### src/hw/rtl/pkeyer_pkg.sv
// package for the paddle keyer: phase and element codes, widths, dit clamp
// no dependencies
`default_nettype none

package pkeyer_pkg;

  localparam int unsigned DIT_W      = 11;
  localparam int unsigned REM_W      = 12;
  localparam int unsigned CFG_IDX_W  = 2;
  localparam logic [DIT_W-1:0] DIT_MS_MAX   = 11'd1200;
  localparam logic [DIT_W-1:0] DIT_MS_RESET = 11'd60;

  typedef enum logic [1:0] {
    PH_IDLE  = 2'd0,
    PH_MARK  = 2'd1,
    PH_SPACE = 2'd2
  } phase_t;

  typedef enum logic [1:0] {
    START_NONE = 2'd0,
    START_DIT  = 2'd1,
    START_DAH  = 2'd2
  } start_t;

  typedef enum logic [CFG_IDX_W-1:0] {
    REG_DIT_MS          = 2'd0,
    REG_ACTIVE_LOW      = 2'd1,
    REG_SIDETONE_ENABLE = 2'd2,
    REG_PADDLE_ENABLE   = 2'd3
  } reg_idx_t;

  typedef struct packed {
    logic   key_down;
    start_t start;
    logic   busy;
  } step_res_t;

  function automatic logic [REM_W-1:0] unit_len(input logic [DIT_W-1:0] d);
    logic [DIT_W-1:0] c;
    c = d;
    if (c == '0) c = DIT_W'(1);
    if (c > DIT_MS_MAX) c = DIT_MS_MAX;
    return REM_W'(c);
  endfunction

endpackage

`default_nettype wire

### src/hw/rtl/pkeyer_core.sv
// keyer state: phase, element kind, countdown, paddle memories and key state
// depends on pkeyer_pkg
`default_nettype none

module pkeyer_core (
  input  wire logic                          clk,
  input  wire logic                          rst,
  input  wire logic                          step,
  input  wire logic                          dit,
  input  wire logic                          dah,
  input  wire logic                          sk,
  input  wire logic                          paddle_enable,
  input  wire logic [pkeyer_pkg::DIT_W-1:0]  dit_ms,
  output pkeyer_pkg::step_res_t              res
);
  import pkeyer_pkg::*;

  phase_t           phase, phase_next;
  logic             sending_dah, sending_dah_next;
  logic [REM_W-1:0] remaining_ms, remaining_ms_next;
  logic             remember_dit, remember_dit_next;
  logic             remember_dah, remember_dah_next;
  logic             key_is_down, key_is_down_next;

  logic [REM_W-1:0] unit;
  logic [REM_W-1:0] unit3;
  logic [REM_W-1:0] rem_dec;
  logic             running;
  logic             mem_dit;
  logic             mem_dah;
  logic             dit_go;
  logic             dah_go;
  logic             chain_dah;

  assign unit      = unit_len(dit_ms);
  assign unit3     = REM_W'({unit, 1'b0}) + unit;
  assign running   = (phase == PH_MARK) || (phase == PH_SPACE);
  assign rem_dec   = (remaining_ms != '0) ? remaining_ms - REM_W'(1) : '0;
  assign mem_dit   = remember_dit | dit;
  assign mem_dah   = remember_dah | dah;
  assign dit_go    = !running && paddle_enable && mem_dit;
  assign dah_go    = !running && paddle_enable && !mem_dit && mem_dah;
  assign chain_dah = (phase == PH_SPACE) && (rem_dec == '0) && !sending_dah && mem_dah;

  always_comb begin
    phase_next        = phase;
    sending_dah_next  = sending_dah;
    remaining_ms_next = remaining_ms;
    remember_dit_next = remember_dit;
    remember_dah_next = remember_dah;
    key_is_down_next  = key_is_down;
    case (phase)
      PH_MARK, PH_SPACE: begin
        remember_dit_next = mem_dit;
        remember_dah_next = mem_dah;
        remaining_ms_next = rem_dec;
        if (rem_dec == '0) begin
          if (phase == PH_MARK) begin
            key_is_down_next  = 1'b0;
            phase_next        = PH_SPACE;
            remaining_ms_next = unit;
          end else if (sending_dah) begin
            remember_dah_next = 1'b0;
            phase_next        = PH_IDLE;
          end else begin
            remember_dit_next = 1'b0;
            if (mem_dah) begin
              sending_dah_next  = 1'b1;
              key_is_down_next  = 1'b1;
              phase_next        = PH_MARK;
              remaining_ms_next = unit3;
            end else begin
              phase_next = PH_IDLE;
            end
          end
        end
      end
      default: begin
        phase_next       = PH_IDLE;
        key_is_down_next = sk;
        if (dit_go || dah_go) begin
          sending_dah_next  = dah_go;
          key_is_down_next  = 1'b1;
          phase_next        = PH_MARK;
          remaining_ms_next = dah_go ? unit3 : unit;
        end
      end
    endcase
  end

  always_comb begin
    res.key_down = key_is_down_next;
    res.busy     = (phase_next != PH_IDLE);
    if (dit_go) begin
      res.start = START_DIT;
    end else if (dah_go || chain_dah) begin
      res.start = START_DAH;
    end else begin
      res.start = START_NONE;
    end
  end

  always_ff @(posedge clk) begin
    if (rst) begin
      phase        <= PH_IDLE;
      sending_dah  <= 1'b0;
      remaining_ms <= '0;
      remember_dit <= 1'b0;
      remember_dah <= 1'b0;
      key_is_down  <= 1'b0;
    end else if (step) begin
      phase        <= phase_next;
      sending_dah  <= sending_dah_next;
      remaining_ms <= remaining_ms_next;
      remember_dit <= remember_dit_next;
      remember_dah <= remember_dah_next;
      key_is_down  <= key_is_down_next;
    end
  end

endmodule

`default_nettype wire

### src/hw/rtl/paddle_keyer_with_element_memory.sv
// paddle keyer top: config registers, keyer state and output register
// an accepted tick word's result word is registered and valid in the next cycle
// throughput one word per cycle while out_ready is high, input taken while the output register drains
// synchronous active-high reset: idle, key up, memories clear, config registers to defaults
// depends on pkeyer_pkg and pkeyer_core
`default_nettype none

module paddle_keyer_with_element_memory (
  input  wire logic                              clk,
  input  wire logic                              rst,
  input  wire logic                              cfg_we,
  input  wire logic [pkeyer_pkg::CFG_IDX_W-1:0]  cfg_index,
  input  wire logic [pkeyer_pkg::DIT_W-1:0]      cfg_data,
  input  wire logic                              in_valid,
  output logic                                   in_ready,
  input  wire logic                              dit_paddle,
  input  wire logic                              dah_paddle,
  input  wire logic                              straight_key,
  output logic                                   out_valid,
  input  wire logic                              out_ready,
  output logic                                   key_line,
  output logic                                   sidetone_on,
  output logic [1:0]                             element_start,
  output logic                                   busy_res
);
  import pkeyer_pkg::*;

  logic [DIT_W-1:0] dit_ms;
  logic             active_low;
  logic             sidetone_enable;
  logic             paddle_enable;
  logic             accept;
  step_res_t        res;

  assign in_ready = !out_valid || out_ready;
  assign accept   = in_valid && in_ready;

  always_ff @(posedge clk) begin
    if (rst) begin
      dit_ms          <= DIT_MS_RESET;
      active_low      <= 1'b0;
      sidetone_enable <= 1'b1;
      paddle_enable   <= 1'b1;
    end else if (cfg_we) begin
      case (reg_idx_t'(cfg_index))
        REG_DIT_MS:          dit_ms          <= cfg_data;
        REG_ACTIVE_LOW:      active_low      <= cfg_data[0];
        REG_SIDETONE_ENABLE: sidetone_enable <= cfg_data[0];
        REG_PADDLE_ENABLE:   paddle_enable   <= cfg_data[0];
        default: ;
      endcase
    end
  end

  pkeyer_core u_core (
    .clk           (clk),
    .rst           (rst),
    .step          (accept),
    .dit           (dit_paddle),
    .dah           (dah_paddle),
    .sk            (straight_key),
    .paddle_enable (paddle_enable),
    .dit_ms        (dit_ms),
    .res           (res)
  );

  always_ff @(posedge clk) begin
    if (rst) begin
      out_valid <= 1'b0;
    end else if (accept) begin
      out_valid <= 1'b1;
    end else if (out_ready) begin
      out_valid <= 1'b0;
    end
  end

  // result word
  always_ff @(posedge clk) begin
    if (accept) begin
      key_line      <= res.key_down ^ active_low;
      sidetone_on   <= res.key_down & sidetone_enable;
      element_start <= res.start;
      busy_res      <= res.busy;
    end
  end

endmodule

`default_nettype wire

### config.mk
export PLATFORM = sky130hd
export DESIGN_NAME = paddle_keyer_with_element_memory
export DESIGN_NICKNAME = d
export VERILOG_FILES = /design/src/hw/rtl/pkeyer_pkg.sv /design/src/hw/rtl/pkeyer_core.sv /design/src/hw/rtl/paddle_keyer_with_element_memory.sv
export SDC_FILE = /design/constraint.sdc
export NUM_CORES = 1
export LEC_CHECK = 0
export BUFFER_PORTS_ARGS = -buffer_cell sky130_fd_sc_hd__buf_2
export CORE_MARGIN = 4
export CORE_UTILIZATION = 45
export DETAILED_ROUTE_END_ITERATION = 7
export PLACE_DENSITY = 0.64
export SYNTH_ARGS = -nofsm -noshare
export SYNTH_HDL_FRONTEND = slang
export SYNTH_SLANG_ARGS = --single-unit
export TNS_END_PERCENT = 10
### constraint.sdc
create_clock -name clk -period 3.8 [get_ports clk]
set_clock_uncertainty 0.1 [all_clocks]
set_input_delay 0.57 -clock clk [delete_from_list [all_inputs] [get_ports clk]]
set_output_delay 0.57 -clock clk [all_outputs]
set_load 0.005 [all_outputs]
### Word level (Yosys, flattened, before mapping)

Cells that the tools add are included.

| storage, ports and cells | value |
|---|---|
| register bits | 38 |
| input port bits | 21 |
| output and inout bits | 7 |
| logic and storage cells | 97 |

| operators by class | value |
|---|---|
| add/subtract/negate cells | 2 |
| order comparisons | 1 |
| eq/ne operators | 7 |
| muxes and demuxes | 37 |
| bitwise operators | 4 |
| reduce and logical (&&, ||, !) cells | 31 |

Operators with widths:

| operator | number |
|---|---|
| $mux W12 | 8 |
| $mux W1 | 22 |
| $mux W11 | 2 |
| $add A12 B11 Y12 | 1 |
| $logic_not A12 Y1 | 1 |
| $reduce_and A2 Y1 | 6 |
| $reduce_bool A12 Y1 | 1 |
| $sub A12 B1 Y12 const B | 1 |
| $gt A11 B11 Y1 const B | 1 |
| $logic_not A11 Y1 | 1 |
| $mux W2 | 5 |
| $logic_and A1 B1 Y1 | 8 |
| $eq A2 B2 Y1 const B | 3 |
| $reduce_bool A2 Y1 | 3 |
| $eq A2 B1 Y1 const B | 2 |
| $logic_not A1 Y1 | 4 |
| $logic_or A1 B1 Y1 | 4 |
| $reduce_and A4 Y1 | 1 |
| $logic_not A2 Y1 | 1 |
| $ne A2 B1 Y1 const B | 1 |
| $ne A2 B2 Y1 const B | 1 |
| $or A1 B1 Y1 | 2 |
| $reduce_or A2 Y1 | 1 |
| $and A1 B1 Y1 | 1 |
| $xor A1 B1 Y1 | 1 |

### Logic depth before layout (Yosys ltp)

| logic depth | value |
|---|---|
| depth in word-level cells | 10 |
| mapped depth | 15 |
| depth with buffers taken out | 14 |

### Modules after synthesis

Synthesis repeated with hierarchy kept, for this count alone.

| unflattened totals | value |
|---|---|
| cell total of the unflattened synthesis | 385 |
| area total of the unflattened synthesis | 3160.5 µm² |

Modules (own cells, without submodules):

| module | instances | cells each | area each (µm²) | seq. area each (µm²) |
|---|---|---|---|---|
| pkeyer_core | 1 | 312 | 2334.7 | 360.3 |
| paddle_keyer_with_element_memory | 1 | 73 | 825.8 | 450.4 |

### Worst setup path after synthesis

OpenSTA, ideal clock, no wires.

| path | value |
|---|---|
| path type | register to register |
| start | register dit_ms[10] |
| end | register u_core.remaining_ms[10] |
| library setup time | 115 ps |
| arrival | 2767 ps |
| data required time | 3585 ps |
| setup slack | 819 ps |
| cell stages (with the launch flop) | 14 |
| buffers on the path | 1 |
| period minus slack after synthesis | 2981 ps |
| cell sequence | dfxtp_1 -> clkbuf_1 -> o21ai_0 -> o211ai_1 -> nand2b_1 -> inv_1 -> ha_1 -> a21o_1 -> a21oi_1 -> o211ai_1 -> a31o_2 -> a21oi_1 -> xor2_1 -> a2111oi_0 |

| on the way | value |
|---|---|
| word-level cells in the longest chain between the ends | 10 |
| elaborated cells between the ends (all ways) | 12 |
| those cells by class | add/sub: 1; order compare: 1; mux: 9; reduce/logical: 1 |

Ends and longest elaborated chain:

| what | line | RTL |
|---|---|---|
| from (decl) | paddle_keyer_with_element_memory.sv:28 | `logic [DIT_W-1:0] dit_ms;` |
| from (signal assigned) | paddle_keyer_with_element_memory.sv:46 | `REG_DIT_MS: dit_ms <= cfg_data;` |
| $logic_not A11 Y1 | pkeyer_pkg.sv:41 | `if (c == '0) c = DIT_W'(1);` |
| $mux W11 (*) | pkeyer_pkg.sv:41 |  |
| $gt A11 B11 Y1 | pkeyer_pkg.sv:42 | `if (c > DIT_MS_MAX) c = DIT_MS_MAX;` |
| $mux W11 (*) | pkeyer_pkg.sv:42 |  |
| $add A12 B11 Y12 | pkeyer_core.sv:36 | `assign unit3 = REM_W'({unit, 1'b0}) + unit;` |
| $mux W12 | pkeyer_core.sv:67 | `if (mem_dah) begin` |
| $mux W12 | pkeyer_core.sv:62 | `end else if (sending_dah) begin` |
| $mux W12 | pkeyer_core.sv:58 | `if (phase == PH_MARK) begin` |
| $mux W12 | pkeyer_core.sv:57 | `if (rem_dec == '0) begin` |
| $mux W12 (*) | pkeyer_core.sv:52 | `case (phase)` |
| to (signal assigned) | pkeyer_core.sv:114 | `remaining_ms <= remaining_ms_next;` |
| to (decl) | pkeyer_core.sv:20 | `logic [REM_W-1:0] remaining_ms, remaining_ms_next;` |

Every way passes the cells marked *; elsewhere a longest branch is shown, timed or not. The select of a mux whose other input is x is not followed.
A chain may end at the register's enable or synchronous reset.

### Worst setup path after layout

Same ends and word-level chain as after synthesis.

==> flow_metrics.py <==
metrics = {
    "run_status": {
        "outcome": "finished, final reports clean",
    },
    "cts": {
        "tritoncts_num_sinks": 38,
        "number_of_h_tree_branching_levels": 2,
        "tritoncts.num_buffers": 5,
        "cts_setup_buffers": 0,
        "clk_root_buffer_cell": "sky130_fd_sc_hd__clkbuf_8",
        "tritoncts_clock_tree": "done",
        "clock_path_buffers": 2,
        "clk_transition_reported_paths_ns": 0.08,
        "cts-hold-fix-buffers": 0,
        "ctsResizeCount": 0,
        "clk_latency_ns": 0.29,
    },
    "routing": {
        "drc": 0,
        "route.antenna.remaining_nets": 0,
        "drt_iter0_drc": 321,
        "routed_wl_um": 7890,
        "wirelength_met1_um": 3890,
        "number_of_search_and_repair_iterations_in_the_first_detailed_routing_pass": 5,
        "avgRoutedWirePerCell_um": 16.2,
        "wl_met2_um": 3490,
        "via_per_inst": 5.89,
        "top_layer_used": "met4",
        "wl_met3_um": 425,
        "routed_vias": 2868,
    },
    "finish": {
        "postLayoutCoreUtil": 0.511,
        "final_layout_size_suffix_gt1_frac": 0.146,
        "finish.net_count": 444,
        "most_common_cell_after_layout_fill_and_taps_aside": "sky130_fd_sc_hd__nand2_1",
        "final.fill_count": 650,
        "insertedDiodeCount": 0,
        "mostFrequentLayoutCells": "50 x sky130_fd_sc_hd__nand2_1, 34 x sky130_fd_sc_hd__nor2_1, 33 x sky130_fd_sc_hd__dfxtp_1, 31 x sky130_fd_sc_hd__a21oi_1, 27 x sky130_fd_sc_hd__buf_2",
        "area_delta_synth_final_pct": 9.85,
        "post-route-cell-area_um2": 3260,
    },
    "yosys": {
        "yosysSeqAreaShare": 0.273,
        "syn-instance-count": 392,
        "synth.ff_latch_count": 38,
        "synthesis.yosys.warnings": 0,
        "syn-mean-instance-area_um2": 7.58,
        "synth.cell_area_um2": 2970,
        "synth-edff-count": 5,
        "synth_top_flop_cell": "sky130_fd_sc_hd__dfxtp_1",
        "synth.distinct_cells": 63,
        "async_reset_ff_frac": 0,
        "synth.net_count": 427,
    },
    "critical_path": {
        "critPathCaptureType": "register",
        "critical_path.reg2reg.startpoint": "dit_ms[10]$_SDFFE_PP0P_",
        "worstSetupStartpointType": "register",
        "critPathLaunch": "dit_ms[10]$_SDFFE_PP0P_",
        "critical_path_required_ns": 3.86,
        "critPathArrivalTime_ns": 3.44,
        "timing_worst_setup_path_type": "reg -> reg",
        "crit_path_max_fanout": 11,
        "rrSetupSlack_ns": 0.43,
    },
    "sta": {
        "setup-violations-final": 0,
        "period_share": 0.888,
        "max_clock_freq_mhz": 296,
        "unrepaired_setup_endpoints_after_global_routing": "false",
        "final_hold_viol_count": 0,
        "slew_viol_final": 0,
        "worst_slew_margin_rel": 0.280,
        "finalWorstSetupSlack_ns": 0.426,
        "fin_setup_tns_ns": 0,
        "timing_worst_slew_pin_value_ns": 1.08,
        "period_needed_ns": 3.37,
    },
    "place": {
        "placed_cell_area_um2": 3150,
        "dpl.hpwl_um": 6000,
        "pre_cts_slack_ns": 0.418,
        "number_of_buffers_added_on_ports": 27,
        "gp_congestion": 0.895,
    },
    "global_routing": {
        "overflow": 0,
        "grt_antenna_before_repair": 0,
        "first_global_vias": 2761,
        "maximum_number_of_pins_on_one_net_before_global_route_repair": 37,
        "grt_first_pass_wirelength_um": 13400,
        "grt_util_all_layers": 0.213,
    },
    "worst_hold_path": {
        "worstHoldPathType": "reg -> reg",
        "min-delay-start": "dit_ms[0]$_SDFFE_PP0P_",
    },
    "flow_run": {
        "drv_cap": 0,
    },
    "power": {
        "power_density_nw_per_um2": 411,
        "leakage_nw": 1.25,
        "power.total_mw": 1.34,
        "max-vdd-ir-drop_mv": 0.306,
    },
    "floorplanning": {
        "floorplan.initialDensity": 0.465,
        "ioPinCount": 28,
        "die_h_um": 89.3,
        "die_width_um": 89.3,
        "placement_rows": 29,
        "full_die_area_um2": 7970,
        "floorplan.core_area_um2": 6390,
    },
}
-- cell type report --
type,instances,area (µm²),share of cell area
inverter,14,52.6,0.0161
sequential,38,811,0.248
clock buffer,7,86.3,0.0264
tap,77,96.3,0.0295
timing repair buffer,32,173,0.0529
multi-input combinational,318,2020,0.617
clock inverter,1,30.0,0.00920
-- routing by layer --
metal | global-route usage | vias to the layer above
li1 | - | 1474
met1 | 0.306 | 1302
met2 | 0.331 | 85
met3 | 0.0332 | 7
met4 | 0.0595 | 0
met5 | 0 | -
-- critical path, stage by stage (launching register included) --
cell and delay (ns):
sky130_fd_sc_hd__dfxtp_1 0.50, sky130_fd_sc_hd__nand4_1 0.12, sky130_fd_sc_hd__o211ai_1 0.41, sky130_fd_sc_hd__nand2b_1 0.26, sky130_fd_sc_hd__inv_1 0.09, sky130_fd_sc_hd__ha_1 0.30, sky130_fd_sc_hd__a21o_1 0.16, sky130_fd_sc_hd__a21oi_1 0.24
sky130_fd_sc_hd__o211ai_1 0.16, sky130_fd_sc_hd__a31o_2 0.25, sky130_fd_sc_hd__a21oi_1 0.16, sky130_fd_sc_hd__xor2_1 0.08, sky130_fd_sc_hd__a2111oi_0 0.41
-- state kept, by name, summed over array words and instances, names as in the netlist --
register,count
key_line,1
u_core.remember_dit,1
u_core.remaining_ms,12
dit_ms,11
busy_res,1
paddle_enable,1
u_core.phase,2
u_core.remember_dah,1
out_valid,1
element_start,2
sidetone_on,1
u_core.key_is_down,1
active_low,1
sidetone_enable,1
u_core.sending_dah,1
-- logic make-up (layout without fill, tap and decap cells) --
kind of cell	after synthesis	in the layout	share of synthesized area
and+or+nand+nor	174	174	0.298
AOI/OAI and AO/OA	111	111	0.260
DFF	38	38	0.273
buffers and inverters	36	54	0.0488
adders and majority gates	14	14	0.0615
xor gates and xnor gates	13	13	0.0383
muxes	6	6	0.0206
-- metrics by stage --
stage	hold WS (ns)	cells
after detailed placement	0.377	479
after global routing	0.397	487
after CTS	0.378	487
after floorplan	0.338	392
final	0.386	487
after global placement	0.367	479
-- report_power, final --
group	internal, mW	switching [mW]	total [mW]
clock	0.214	0.145	0.359
combinational	0.197	0.306	0.504
sequential	0.442	0.0382	0.480
total	0.853	0.490	1.34
-- worst paths after layout --
check / cells past startpoint / end
max: 12 / u_core.remaining_ms[10]$_SDFFE_PP0P_
max reg2reg: 12 / u_core.remaining_ms[10]$_SDFFE_PP0P_
min: 2 / dit_ms[0]$_SDFFE_PP0P_
min reg2reg: 2 / dit_ms[0]$_SDFFE_PP0P_
-- cells in the mapped netlist, drive strengths merged (4+ instances only) --
master   n  area (µm²)
and2     5        31.3
dfxtp   33         661
ha      13         163
or3      6        42.5
xnor2    7        61.3
o211ai   4        30.0
inv     14        52.6
xor2     6        52.6
a221oi   4        41.3
nor2b    8        50.1
nand2b   7        43.8
nor3    15        75.1
nand3   12        60.1
nand4    4        25.0
nand3b   6        45.0
o41ai    4        50.1
mux2i    5        50.1
o21ai   22         110
a211oi   8        60.1
edfxtp   5         150
nor4     9        56.3
nand2   51         199
a21oi   31         155
nor2    35         134
or2      6        37.5
a31oi    8        50.1
clkbuf  19        72.6
No activity file was read; power rests on OpenSTA's default activity.
